$ cat src/hdl/pbet_pkg.sv
// Shared widths, operation codes, time constants and control structs for the ban table.
package pbet_pkg;

  localparam int OP_W   = 3;
  localparam int ADDR_W = 64;
  localparam int TIME_W = 63;
  localparam int DUR_W  = 32;
  localparam int ENTRY_W = 2 * ADDR_W + TIME_W;

  localparam logic [OP_W-1:0] OP_CHECK        = 3'd0;
  localparam logic [OP_W-1:0] OP_BAN_DEFAULT  = 3'd1;
  localparam logic [OP_W-1:0] OP_BAN_UNTIL    = 3'd2;
  localparam logic [OP_W-1:0] OP_BAN_LIFETIME = 3'd3;
  localparam logic [OP_W-1:0] OP_CLEAR        = 3'd4;

  localparam logic [TIME_W-1:0] TIME_MAX        = {TIME_W{1'b1}};
  localparam logic [TIME_W-1:0] LIFETIME_EXPIRY = 63'h00FF_FFFF_FFFF_FFFF;

  localparam logic STATUS_DONE = 1'b0;
  localparam logic STATUS_FULL = 1'b1;

  // controller -> datapath
  typedef struct packed {
    logic load;    // word accepted, latch payload and restart the scan
    logic rd_en;   // read table entry at scan index, advance index
    logic finish;  // apply update and push result word
  } pbet_cmd_t;

  // datapath -> controller
  typedef struct packed {
    logic scan_op;    // incoming op needs a table scan
    logic scan_last;  // scan index is at the last entry
    logic out_free;   // result register can take a word this cycle
  } pbet_sts_t;

endpackage

$ cat src/hdl/pbet_req_if.sv
// Request channel: operation, address and times, valid/ready handshake.
interface pbet_req_if;
  logic                             valid;
  logic                             ready;
  logic [pbet_pkg::OP_W-1:0]        op;
  logic [pbet_pkg::ADDR_W-1:0]      addr_high;
  logic [pbet_pkg::ADDR_W-1:0]      addr_low;
  logic [pbet_pkg::TIME_W-1:0]      now;
  logic [pbet_pkg::TIME_W-1:0]      until_time;

  modport source (output valid, op, addr_high, addr_low, now, until_time, input ready);
  modport sink   (input valid, op, addr_high, addr_low, now, until_time, output ready);
endinterface

$ cat src/hdl/pbet_rsp_if.sv
// Response channel: ban flag and status, valid/ready handshake.
interface pbet_rsp_if;
  logic valid;
  logic ready;
  logic is_banned;
  logic status;

  modport source (output valid, is_banned, status, input ready);
  modport sink   (input valid, is_banned, status, output ready);
endinterface

$ cat src/hdl/pbet_ram.sv
// Generic single write port, single read port RAM with registered read data.
module pbet_ram #(
  parameter int WIDTH = 8,
  parameter int DEPTH = 16,
  localparam int ADDR_BITS = (DEPTH > 1) ? $clog2(DEPTH) : 1
) (
  input  logic                  clk,
  input  logic                  we,
  input  logic [ADDR_BITS-1:0]  wr_addr,
  input  logic [WIDTH-1:0]      wr_data,
  input  logic                  rd_en,
  input  logic [ADDR_BITS-1:0]  rd_addr,
  output logic [WIDTH-1:0]      rd_data
);
  logic [WIDTH-1:0] mem [DEPTH];

  always_ff @(posedge clk) begin
    if (we) begin
      mem[wr_addr] <= wr_data;
    end
    if (rd_en) begin
      rd_data <= mem[rd_addr];
    end
  end
endmodule

$ cat src/hdl/pbet_ctrl.sv
// Controller state machine: accept, scan, drain, finish.
module pbet_ctrl (
  input  logic                clk,
  input  logic                rst,
  input  logic                in_valid,
  output logic                in_ready,
  input  pbet_pkg::pbet_sts_t sts,
  output pbet_pkg::pbet_cmd_t cmd
);
  localparam logic [1:0] S_IDLE   = 2'd0;
  localparam logic [1:0] S_SCAN   = 2'd1;
  localparam logic [1:0] S_DRAIN  = 2'd2;
  localparam logic [1:0] S_FINISH = 2'd3;

  logic [1:0] state;
  logic [1:0] state_next;

  always_comb begin
    state_next = state;
    case (state)
      S_IDLE: begin
        if (in_valid) begin
          state_next = sts.scan_op ? S_SCAN : S_FINISH;
        end
      end
      S_SCAN: begin
        if (sts.scan_last) begin
          state_next = S_DRAIN;
        end
      end
      S_DRAIN: begin
        state_next = S_FINISH;
      end
      S_FINISH: begin
        if (sts.out_free) begin
          state_next = S_IDLE;
        end
      end
      default: begin
        state_next = S_IDLE;
      end
    endcase
  end

  always_ff @(posedge clk) begin
    if (rst) begin
      state <= S_IDLE;
    end else begin
      state <= state_next;
    end
  end

  assign in_ready   = (state == S_IDLE);
  assign cmd.load   = (state == S_IDLE) && in_valid;
  assign cmd.rd_en  = (state == S_SCAN);
  assign cmd.finish = (state == S_FINISH) && sts.out_free;

  a_load_leaves_idle: assert property (@(posedge clk) disable iff (rst)
    cmd.load |=> (state == S_SCAN) || (state == S_FINISH))
    else $error("accepted word did not start processing");

  a_scan_runs_to_end: assert property (@(posedge clk) disable iff (rst)
    (state == S_SCAN) && !sts.scan_last |=> (state == S_SCAN))
    else $error("scan left before last entry");

  a_drain_then_finish: assert property (@(posedge clk) disable iff (rst)
    (state == S_DRAIN) |=> (state == S_FINISH))
    else $error("drain not followed by finish");
endmodule

$ cat src/hdl/pbet_dp.sv
// Datapath: payload latch, ban time, table RAM, scan compare, update and result register.
module pbet_dp #(
  parameter int TABLE_ENTRIES = 16
) (
  input  logic                             clk,
  input  logic                             rst,
  input  logic                             cfg_wr_en,
  input  logic [pbet_pkg::DUR_W-1:0]       cfg_wr_data,
  input  logic [pbet_pkg::OP_W-1:0]        op,
  input  logic [pbet_pkg::ADDR_W-1:0]      addr_high,
  input  logic [pbet_pkg::ADDR_W-1:0]      addr_low,
  input  logic [pbet_pkg::TIME_W-1:0]      now,
  input  logic [pbet_pkg::TIME_W-1:0]      until_time,
  output logic                             out_valid,
  input  logic                             out_ready,
  output logic                             is_banned,
  output logic                             status,
  input  pbet_pkg::pbet_cmd_t              cmd,
  output pbet_pkg::pbet_sts_t              sts
);
  localparam int IDX_W = (TABLE_ENTRIES > 1) ? $clog2(TABLE_ENTRIES) : 1;
  localparam logic [IDX_W-1:0] LAST_IDX = IDX_W'(TABLE_ENTRIES - 1);
  localparam int TW = pbet_pkg::TIME_W;
  localparam int AW = pbet_pkg::ADDR_W;

  logic [pbet_pkg::DUR_W-1:0]  duration;
  logic [pbet_pkg::OP_W-1:0]   op_q;
  logic [AW-1:0]               hi_q;
  logic [AW-1:0]               lo_q;
  logic [TW-1:0]               now_q;
  logic [TW-1:0]               ban_time;
  logic [TW-1:0]               ban_time_next;
  logic [TW:0]                 rel_sum;

  logic [TABLE_ENTRIES-1:0]    valid;
  logic [IDX_W-1:0]            idx;
  logic                        cmp_en;
  logic [IDX_W-1:0]            cmp_idx;
  logic                        match_found;
  logic [IDX_W-1:0]            match_idx;
  logic [TW-1:0]               match_exp;
  logic                        free_found;
  logic [IDX_W-1:0]            free_idx;

  logic [pbet_pkg::ENTRY_W-1:0] rd_data;
  logic [AW-1:0]               rd_hi;
  logic [AW-1:0]               rd_lo;
  logic [TW-1:0]               rd_exp;
  logic                        hit;

  logic                        is_ban;
  logic                        we;
  logic [IDX_W-1:0]            wr_idx;
  logic [TW-1:0]               wr_exp;
  logic                        banned_next;
  logic                        full_next;

  // relative ban: now + duration, clamp at max time
  assign rel_sum = (TW+1)'(now) + (TW+1)'(duration);

  always_comb begin
    case (op)
      pbet_pkg::OP_BAN_DEFAULT:  ban_time_next = rel_sum[TW] ? pbet_pkg::TIME_MAX
                                                             : rel_sum[TW-1:0];
      pbet_pkg::OP_BAN_UNTIL:    ban_time_next = until_time;
      pbet_pkg::OP_BAN_LIFETIME: ban_time_next = pbet_pkg::LIFETIME_EXPIRY;
      default:                   ban_time_next = '0;
    endcase
  end

  assign sts.scan_op   = op inside {pbet_pkg::OP_CHECK, pbet_pkg::OP_BAN_DEFAULT,
                                    pbet_pkg::OP_BAN_UNTIL, pbet_pkg::OP_BAN_LIFETIME};
  assign sts.scan_last = (idx == LAST_IDX);
  assign sts.out_free  = !out_valid || out_ready;

  assign {rd_hi, rd_lo, rd_exp} = rd_data;
  assign hit = valid[cmp_idx] && (rd_hi == hi_q) && (rd_lo == lo_q);

  // finish-time decisions
  assign is_ban = op_q inside {pbet_pkg::OP_BAN_DEFAULT, pbet_pkg::OP_BAN_UNTIL,
                               pbet_pkg::OP_BAN_LIFETIME};
  assign we          = cmd.finish && is_ban && (match_found || free_found);
  assign wr_idx      = match_found ? match_idx : free_idx;
  assign wr_exp      = (match_found && (match_exp > ban_time)) ? match_exp : ban_time;
  assign banned_next = (op_q == pbet_pkg::OP_CHECK) && match_found && (now_q < match_exp);
  assign full_next   = is_ban && !match_found && !free_found;

  pbet_ram #(
    .WIDTH (pbet_pkg::ENTRY_W),
    .DEPTH (TABLE_ENTRIES)
  ) u_table (
    .clk     (clk),
    .we      (we),
    .wr_addr (wr_idx),
    .wr_data ({hi_q, lo_q, wr_exp}),
    .rd_en   (cmd.rd_en),
    .rd_addr (idx),
    .rd_data (rd_data)
  );

  // control state
  always_ff @(posedge clk) begin
    if (rst) begin
      duration    <= '0;
      valid       <= '0;
      idx         <= '0;
      cmp_en      <= 1'b0;
      match_found <= 1'b0;
      free_found  <= 1'b0;
      out_valid   <= 1'b0;
    end else begin
      if (cfg_wr_en) begin
        duration <= cfg_wr_data;
      end
      cmp_en <= cmd.rd_en;
      if (cmd.load) begin
        idx         <= '0;
        match_found <= 1'b0;
        free_found  <= 1'b0;
      end else if (cmd.rd_en) begin
        idx <= idx + 1'b1;
      end
      if (cmp_en) begin
        if (hit) begin
          match_found <= 1'b1;
        end
        if (!valid[cmp_idx] && !free_found) begin
          free_found <= 1'b1;
        end
      end
      if (cmd.finish) begin
        match_found <= 1'b0;
        free_found  <= 1'b0;
        if (op_q == pbet_pkg::OP_CLEAR) begin
          valid <= '0;
        end else if (we && !match_found) begin
          valid[free_idx] <= 1'b1;
        end
      end
      if (cmd.finish) begin
        out_valid <= 1'b1;
      end else if (out_ready) begin
        out_valid <= 1'b0;
      end
    end
  end

  // payload
  always_ff @(posedge clk) begin
    cmp_idx <= idx;
    if (cmd.load) begin
      op_q     <= op;
      hi_q     <= addr_high;
      lo_q     <= addr_low;
      now_q    <= now;
      ban_time <= ban_time_next;
    end
    if (cmp_en && hit) begin
      match_idx <= cmp_idx;
      match_exp <= rd_exp;
    end
    if (cmp_en && !valid[cmp_idx] && !free_found) begin
      free_idx <= cmp_idx;
    end
    if (cmd.finish) begin
      is_banned <= banned_next;
      status    <= full_next ? pbet_pkg::STATUS_FULL : pbet_pkg::STATUS_DONE;
    end
  end

  a_match_is_live: assert property (@(posedge clk) disable iff (rst)
    match_found |-> valid[match_idx])
    else $error("matched slot is not valid");

  a_free_is_free: assert property (@(posedge clk) disable iff (rst)
    free_found |-> !valid[free_idx])
    else $error("chosen free slot is occupied");

  a_full_means_full: assert property (@(posedge clk) disable iff (rst)
    cmd.finish && full_next |-> &valid)
    else $error("full status with a free slot");

  a_no_push_on_stall: assert property (@(posedge clk) disable iff (rst)
    cmd.finish |-> (!out_valid || out_ready))
    else $error("result pushed over a waiting word");
endmodule

$ cat src/hdl/peer_ban_expiry_table.sv
// Top level of the peer ban expiry table: controller, datapath and channel wiring.
// Check and ban words: the table RAM is scanned one entry per cycle through its single
//   read port, then a drain state comes before the finish state registers the result.
// Clear and unused op codes skip the scan and go straight to the finish state.
// A new word is accepted only once the finish state has registered the current result.
// Reset (rst, synchronous): valid bits and the duration register clear at once, RAM left as is.
module peer_ban_expiry_table #(
  parameter int TABLE_ENTRIES = 16
) (
  input  logic                         clk,
  input  logic                         rst,
  input  logic                         cfg_wr_en,
  input  logic [pbet_pkg::DUR_W-1:0]   cfg_wr_data,
  pbet_req_if.sink                     req,
  pbet_rsp_if.source                   rsp
);
  // command and status between the state machine and the datapath
  pbet_pkg::pbet_cmd_t cmd;
  pbet_pkg::pbet_sts_t sts;
  logic                ready;

  // controller: waits for a word in idle, walks the scan, then finishes once the
  // result register can take the word (a waiting result does not block accept)
  pbet_ctrl u_ctrl (
    .clk      (clk),
    .rst      (rst),
    .in_valid (req.valid),
    .in_ready (ready),
    .sts      (sts),
    .cmd      (cmd)
  );

  assign req.ready = ready;

  // datapath: holds the table (valid bits in flops, entries in RAM), the
  // compare stage behind the RAM read register, and the result register
  pbet_dp #(
    .TABLE_ENTRIES (TABLE_ENTRIES)
  ) u_dp (
    .clk         (clk),
    .rst         (rst),
    .cfg_wr_en   (cfg_wr_en),
    .cfg_wr_data (cfg_wr_data),
    .op          (req.op),
    .addr_high   (req.addr_high),
    .addr_low    (req.addr_low),
    .now         (req.now),
    .until_time  (req.until_time),
    .out_valid   (rsp.valid),
    .out_ready   (rsp.ready),
    .is_banned   (rsp.is_banned),
    .status      (rsp.status),
    .cmd         (cmd),
    .sts         (sts)
  );

  a_accept_starts_work: assert property (@(posedge clk) disable iff (rst)
    req.valid && req.ready |=> !req.ready)
    else $error("second word accepted while busy");

  a_result_needs_word: assert property (@(posedge clk) disable iff (rst)
    cmd.finish |-> !req.ready)
    else $error("result produced from idle");

  a_rd_only_busy: assert property (@(posedge clk) disable iff (rst)
    cmd.rd_en |-> !req.ready)
    else $error("table read while idle");
endmodule

$ cat src/flat_wrapper.sv
// flat-port wrapper written by rule: the top's interface ports become plain ports
module peer_ban_expiry_table_flat 
#(
  parameter int TABLE_ENTRIES = 16
)
  (clk, rst, cfg_wr_en, cfg_wr_data, req_valid, req_op, req_addr_high, req_addr_low, req_now, req_until_time, req_ready, rsp_valid, rsp_is_banned, rsp_status, rsp_ready);
  pbet_req_if req_i ();
  pbet_rsp_if rsp_i ();
  input  logic clk;
  input  logic rst;
  input  logic cfg_wr_en;
  input  logic [pbet_pkg::DUR_W-1:0] cfg_wr_data;
  input wire logic [$bits(req_i.valid)-1:0] req_valid;
  input wire logic [$bits(req_i.op)-1:0] req_op;
  input wire logic [$bits(req_i.addr_high)-1:0] req_addr_high;
  input wire logic [$bits(req_i.addr_low)-1:0] req_addr_low;
  input wire logic [$bits(req_i.now)-1:0] req_now;
  input wire logic [$bits(req_i.until_time)-1:0] req_until_time;
  output wire logic [$bits(req_i.ready)-1:0] req_ready;
  output wire logic [$bits(rsp_i.valid)-1:0] rsp_valid;
  output wire logic [$bits(rsp_i.is_banned)-1:0] rsp_is_banned;
  output wire logic [$bits(rsp_i.status)-1:0] rsp_status;
  input wire logic [$bits(rsp_i.ready)-1:0] rsp_ready;
  assign req_i.valid = req_valid;
  assign req_i.op = req_op;
  assign req_i.addr_high = req_addr_high;
  assign req_i.addr_low = req_addr_low;
  assign req_i.now = req_now;
  assign req_i.until_time = req_until_time;
  assign req_ready = req_i.ready;
  assign rsp_valid = rsp_i.valid;
  assign rsp_is_banned = rsp_i.is_banned;
  assign rsp_status = rsp_i.status;
  assign rsp_i.ready = rsp_ready;
  peer_ban_expiry_table #(.TABLE_ENTRIES(TABLE_ENTRIES)) u_core (.clk(clk), .rst(rst), .cfg_wr_en(cfg_wr_en), .cfg_wr_data(cfg_wr_data), .req(req_i), .rsp(rsp_i));
endmodule
$ cat config.mk
export PLATFORM = sky130hd
export DESIGN_NAME = peer_ban_expiry_table_flat
export DESIGN_NICKNAME = d
export VERILOG_FILES = /design/src/hdl/pbet_pkg.sv /design/src/hdl/pbet_req_if.sv /design/src/hdl/pbet_rsp_if.sv /design/src/hdl/pbet_ram.sv /design/src/hdl/pbet_ctrl.sv /design/src/hdl/pbet_dp.sv /design/src/hdl/peer_ban_expiry_table.sv /design/src/flat_wrapper.sv
export SDC_FILE = /design/constraint.sdc
export NUM_CORES = 2
export LEC_CHECK = 0
export BUFFER_PORTS_ARGS = -buffer_cell sky130_fd_sc_hd__clkbuf_2
export CORE_ASPECT_RATIO = 0.9
export CORE_MARGIN = 1.5
export CORE_UTILIZATION = 40
export DETAILED_ROUTE_END_ITERATION = 10
export HOLD_SLACK_MARGIN = 0.12
export PLACE_DENSITY = 0.63
export RECOVER_POWER = 25
export SLEW_MARGIN = 20
export SYNTH_ARGS = -nofsm -noshare
export SYNTH_HDL_FRONTEND = slang
export SYNTH_HIERARCHICAL = 1
export SYNTH_SLANG_ARGS = --single-unit
$ cat constraint.sdc
create_clock -name clk -period 22.6 [get_ports clk]
set_input_delay 2.26 -clock clk [delete_from_list [all_inputs] [get_ports clk]]
set_output_delay 2.26 -clock clk [all_outputs]
set_load 0.01 [all_outputs]
==> out/results.ini <==
[run_status]
status=finished, violations left
violations=capacitance limit, slew limit

[timing]
tightest_slew_ns=2.46
fin_tns_setup_ns=0
max_freq_ghz=0.146
fin_skew_ns=0.0851
fin_crit_ns=6.86
slew_headroom_pct=-64.1
drv_slew=47
finalCritPeriodShare_pct=30.4
hold_violations=0
setup_viol=0
rsz0062_at_grt=no

[global_routing]
grt_use_total_pct=19.4
grt_pass1_vias=71100
grt_pass1_wl_mm=507
grt_overflow=0
grt_max_degree=117
antenna_found_initial=12

[critical_path]
worst-path-buf-inv=5
slowest_stage=buf_4
crit_chain=clkbuf_2 -> nand2b_1 -> and2_2 -> o21ai_0 -> nor3_1 -> nand3b_1 -> nor2_4 -> buf_16 -> buf_4 -> buf_4 -> buf_4
worstPathMaxFanout=50
crit_top_cell=buf_4
arrival_ns=7.35
slowest_delay_ns=0.87
cpLargestDelayFamily=buffers and inverters
cp-end-kind=flip-flop
setup.worst_path.start_class=input pin
path_class=in2reg
required_ns=23.09

[clock_network]
htree_levels=5
clk_path_buf_depth=4
cts_made_buffers=353
clkSlewWorstSetupHoldPaths_ns=0.06
ctsResizeCount=0
cts_tree=built
clock-sinks=3639
cts_root_buf=clkbuf_16
post_cts_buffers=0
clock_latency_ns=0.91
ctsHoldBuffers=0

[logic_synthesis]
netlist.area_leader.share_pct=75.8
synth_seq_cells=3639
synth.area.top_cells=edfxtp_1 76%, mux4_2 11%, a22oi_1 1.7%
muxShareOfSynthArea_pct=13.1
ys_async_sr_fraction_pct=0
synth_top_family_by_area=multiplexers
syn_inst=6836
syn_avg_cell_area_um2=20.7
syn_area_um2=142000
synthTopCellsByCount=3,577 x edfxtp_1, 721 x mux4_2, 330 x a22oi_1, 228 x nand2_1, 204 x inv_1
synth-seq-area-share_pct=76.7
synth-xor-area-share_pct=0.798
synth_top_area_cell=edfxtp_1
synth_compound_area_share_pct=4.06
yosys.area_share.simple_pct=2.17
synth_warnings=6
synth_fa_ha_area_share_pct=1.45
syn_nets=7294
synth.distinct_cells=89
synth_ff_type=edfxtp_1
synth.most_common_cell=edfxtp_1
synth_edf_count=3577

[final_layout]
drive_gt1_share_pct=24.4
nets=7819
fin_area_um2=161000
syn_to_final_growth_pct=13.4

[routing]
drt-pass1-iter-count=6
via_per_inst=5.73
routed_wirelength_mm=352
drc_errors=0
num_vias=70700
drtIter0Drc=8312
ant_nets=0
drt-wirelength-per-cell_um=28.5

[power]
max-vdd-ir-drop_mv=0.0792
p_leak_nw=50.8
total_power_mw=16.1
powerDensity_nw_per_um2=100

[placement]
place_area_um2=149000
place_hpwl_mm=200
gp_congestion=0.873
io_buffers=297

[die]
die_height_um=568
coreArea_um2=353000
die_width_um=630
die_area_um2=358000
ios=298
rows=207
start_util_pct=40.2

[run]
maxCapViolCount=1

[min_path]
min_path_type=reg2reg

-- layout by cell type, fill, tap and decap left out, drive strengths merged, types with 13 or more instances in the layout --
| cell | count |
|---|---|
| o211ai | 13 |
| inv | 212 |
| a211oi | 19 |
| clkinv | 146 |
| ha | 163 |
| mux4 | 721 |
| nand4 | 49 |
| and3 | 16 |
| nor4 | 24 |
| xnor2 | 86 |
| edfxtp | 3577 |
| a21oi | 121 |
| nand2 | 229 |
| o22ai | 18 |
| clkbuf | 765 |
| a22oi | 330 |
| nor2b | 53 |
| dfxtp | 62 |
| a21o | 48 |
| buf | 155 |
| nand3 | 30 |
| bufinv | 30 |
| nor2 | 113 |
| nand2b | 37 |
| xor2 | 43 |
| mux2i | 129 |
| nor3 | 36 |
| mux2 | 94 |
| o21ai | 127 |
| o221ai | 32 |
| a221oi | 38 |
-- final cells by class --
| type | instances | area [um^2] |
|---|---|---|
| Antenna cell | 4 | 10.0 |
| Clock buffer | 439 | 9400 |
| Clock inverter | 194 | 1840 |
| Fill cell | 29300 | 192000 |
| Inverter | 204 | 766 |
| Multi-Input combinational cell | 2682 | 31000 |
| Sequential cell | 3639 | 109000 |
| Tap cell | 4702 | 5880 |
| Timing Repair Buffer | 481 | 3090 |
-- cell families after synthesis --
| logic type | after synthesis |
|---|---|
| flops | 3639 |
| mux | 944 |
| compound gates | 822 |
| simple gates | 623 |
| buf+inv | 515 |
| fa+ha+maj | 164 |
| xor+xnor | 129 |
-- metrics by stage --
stage	hold slack (ns)	cells	worst slack (ns)	utilization [%]
after global routing	0.425	12300	15.51	45.5
after floorplan	0.379	6836	5.30	-
final	0.415	12300	15.74	45.5
after CTS	0.418	12300	15.58	45.5
after detailed placement	0.405	11700	14.67	42.3
after global placement	0.405	11700	14.63	42.3
-- layer usage --
layer	global-route usage, %	vias up	part of all wire, %
li1	-	29400	-
met1	28.4	37600	43
met2	30.7	3214	47
met3	2.98	501	8.3
met4	4.33	2	2.1
met5	0	-	0.0037
-- registers in the layout, indices dropped and copies added (netlist names), 2 cells and up --
register                     count
u_core/u_dp/u_table/mem       3056
u_core/u_dp/u_table/rd_data    191
u_core/u_dp/hi_q                64
u_core/u_dp/lo_q                64
u_core/u_dp/ban_time            63
u_core/u_dp/match_exp           63
u_core/u_dp/now_q               63
u_core/u_dp/duration            32
u_core/u_dp/valid               16
u_core/u_dp/cmp_idx              4
u_core/u_dp/free_idx             4
u_core/u_dp/idx                  4
u_core/u_dp/match_idx            4
u_core/u_dp/op_q                 3
u_core/u_ctrl/state              2
-- worst paths after layout --
kind | slack [ns] | end | depth (start not counted) | start
max | 15.74 | u_core/u_dp/u_table/mem[11][145] | 11 | rsp_ready
min | 0.41 | u_core/u_dp/match_exp[61] | 0 | u_core/u_dp/u_table/rd_data[61]
max reg2reg | 16.73 | u_core/u_dp/u_table/mem[11][145] | 10 | u_core/u_ctrl/state[0]
min reg2reg | 0.41 | u_core/u_dp/match_exp[61] | 0 | u_core/u_dp/u_table/rd_data[61]
-- where the power goes --
part           switching, mW  internal [mW]
sequential             0.307           8.00
combinational           1.19          0.797
clock                   2.48           3.30
Note: power is estimated with default switching activity, not from simulation.
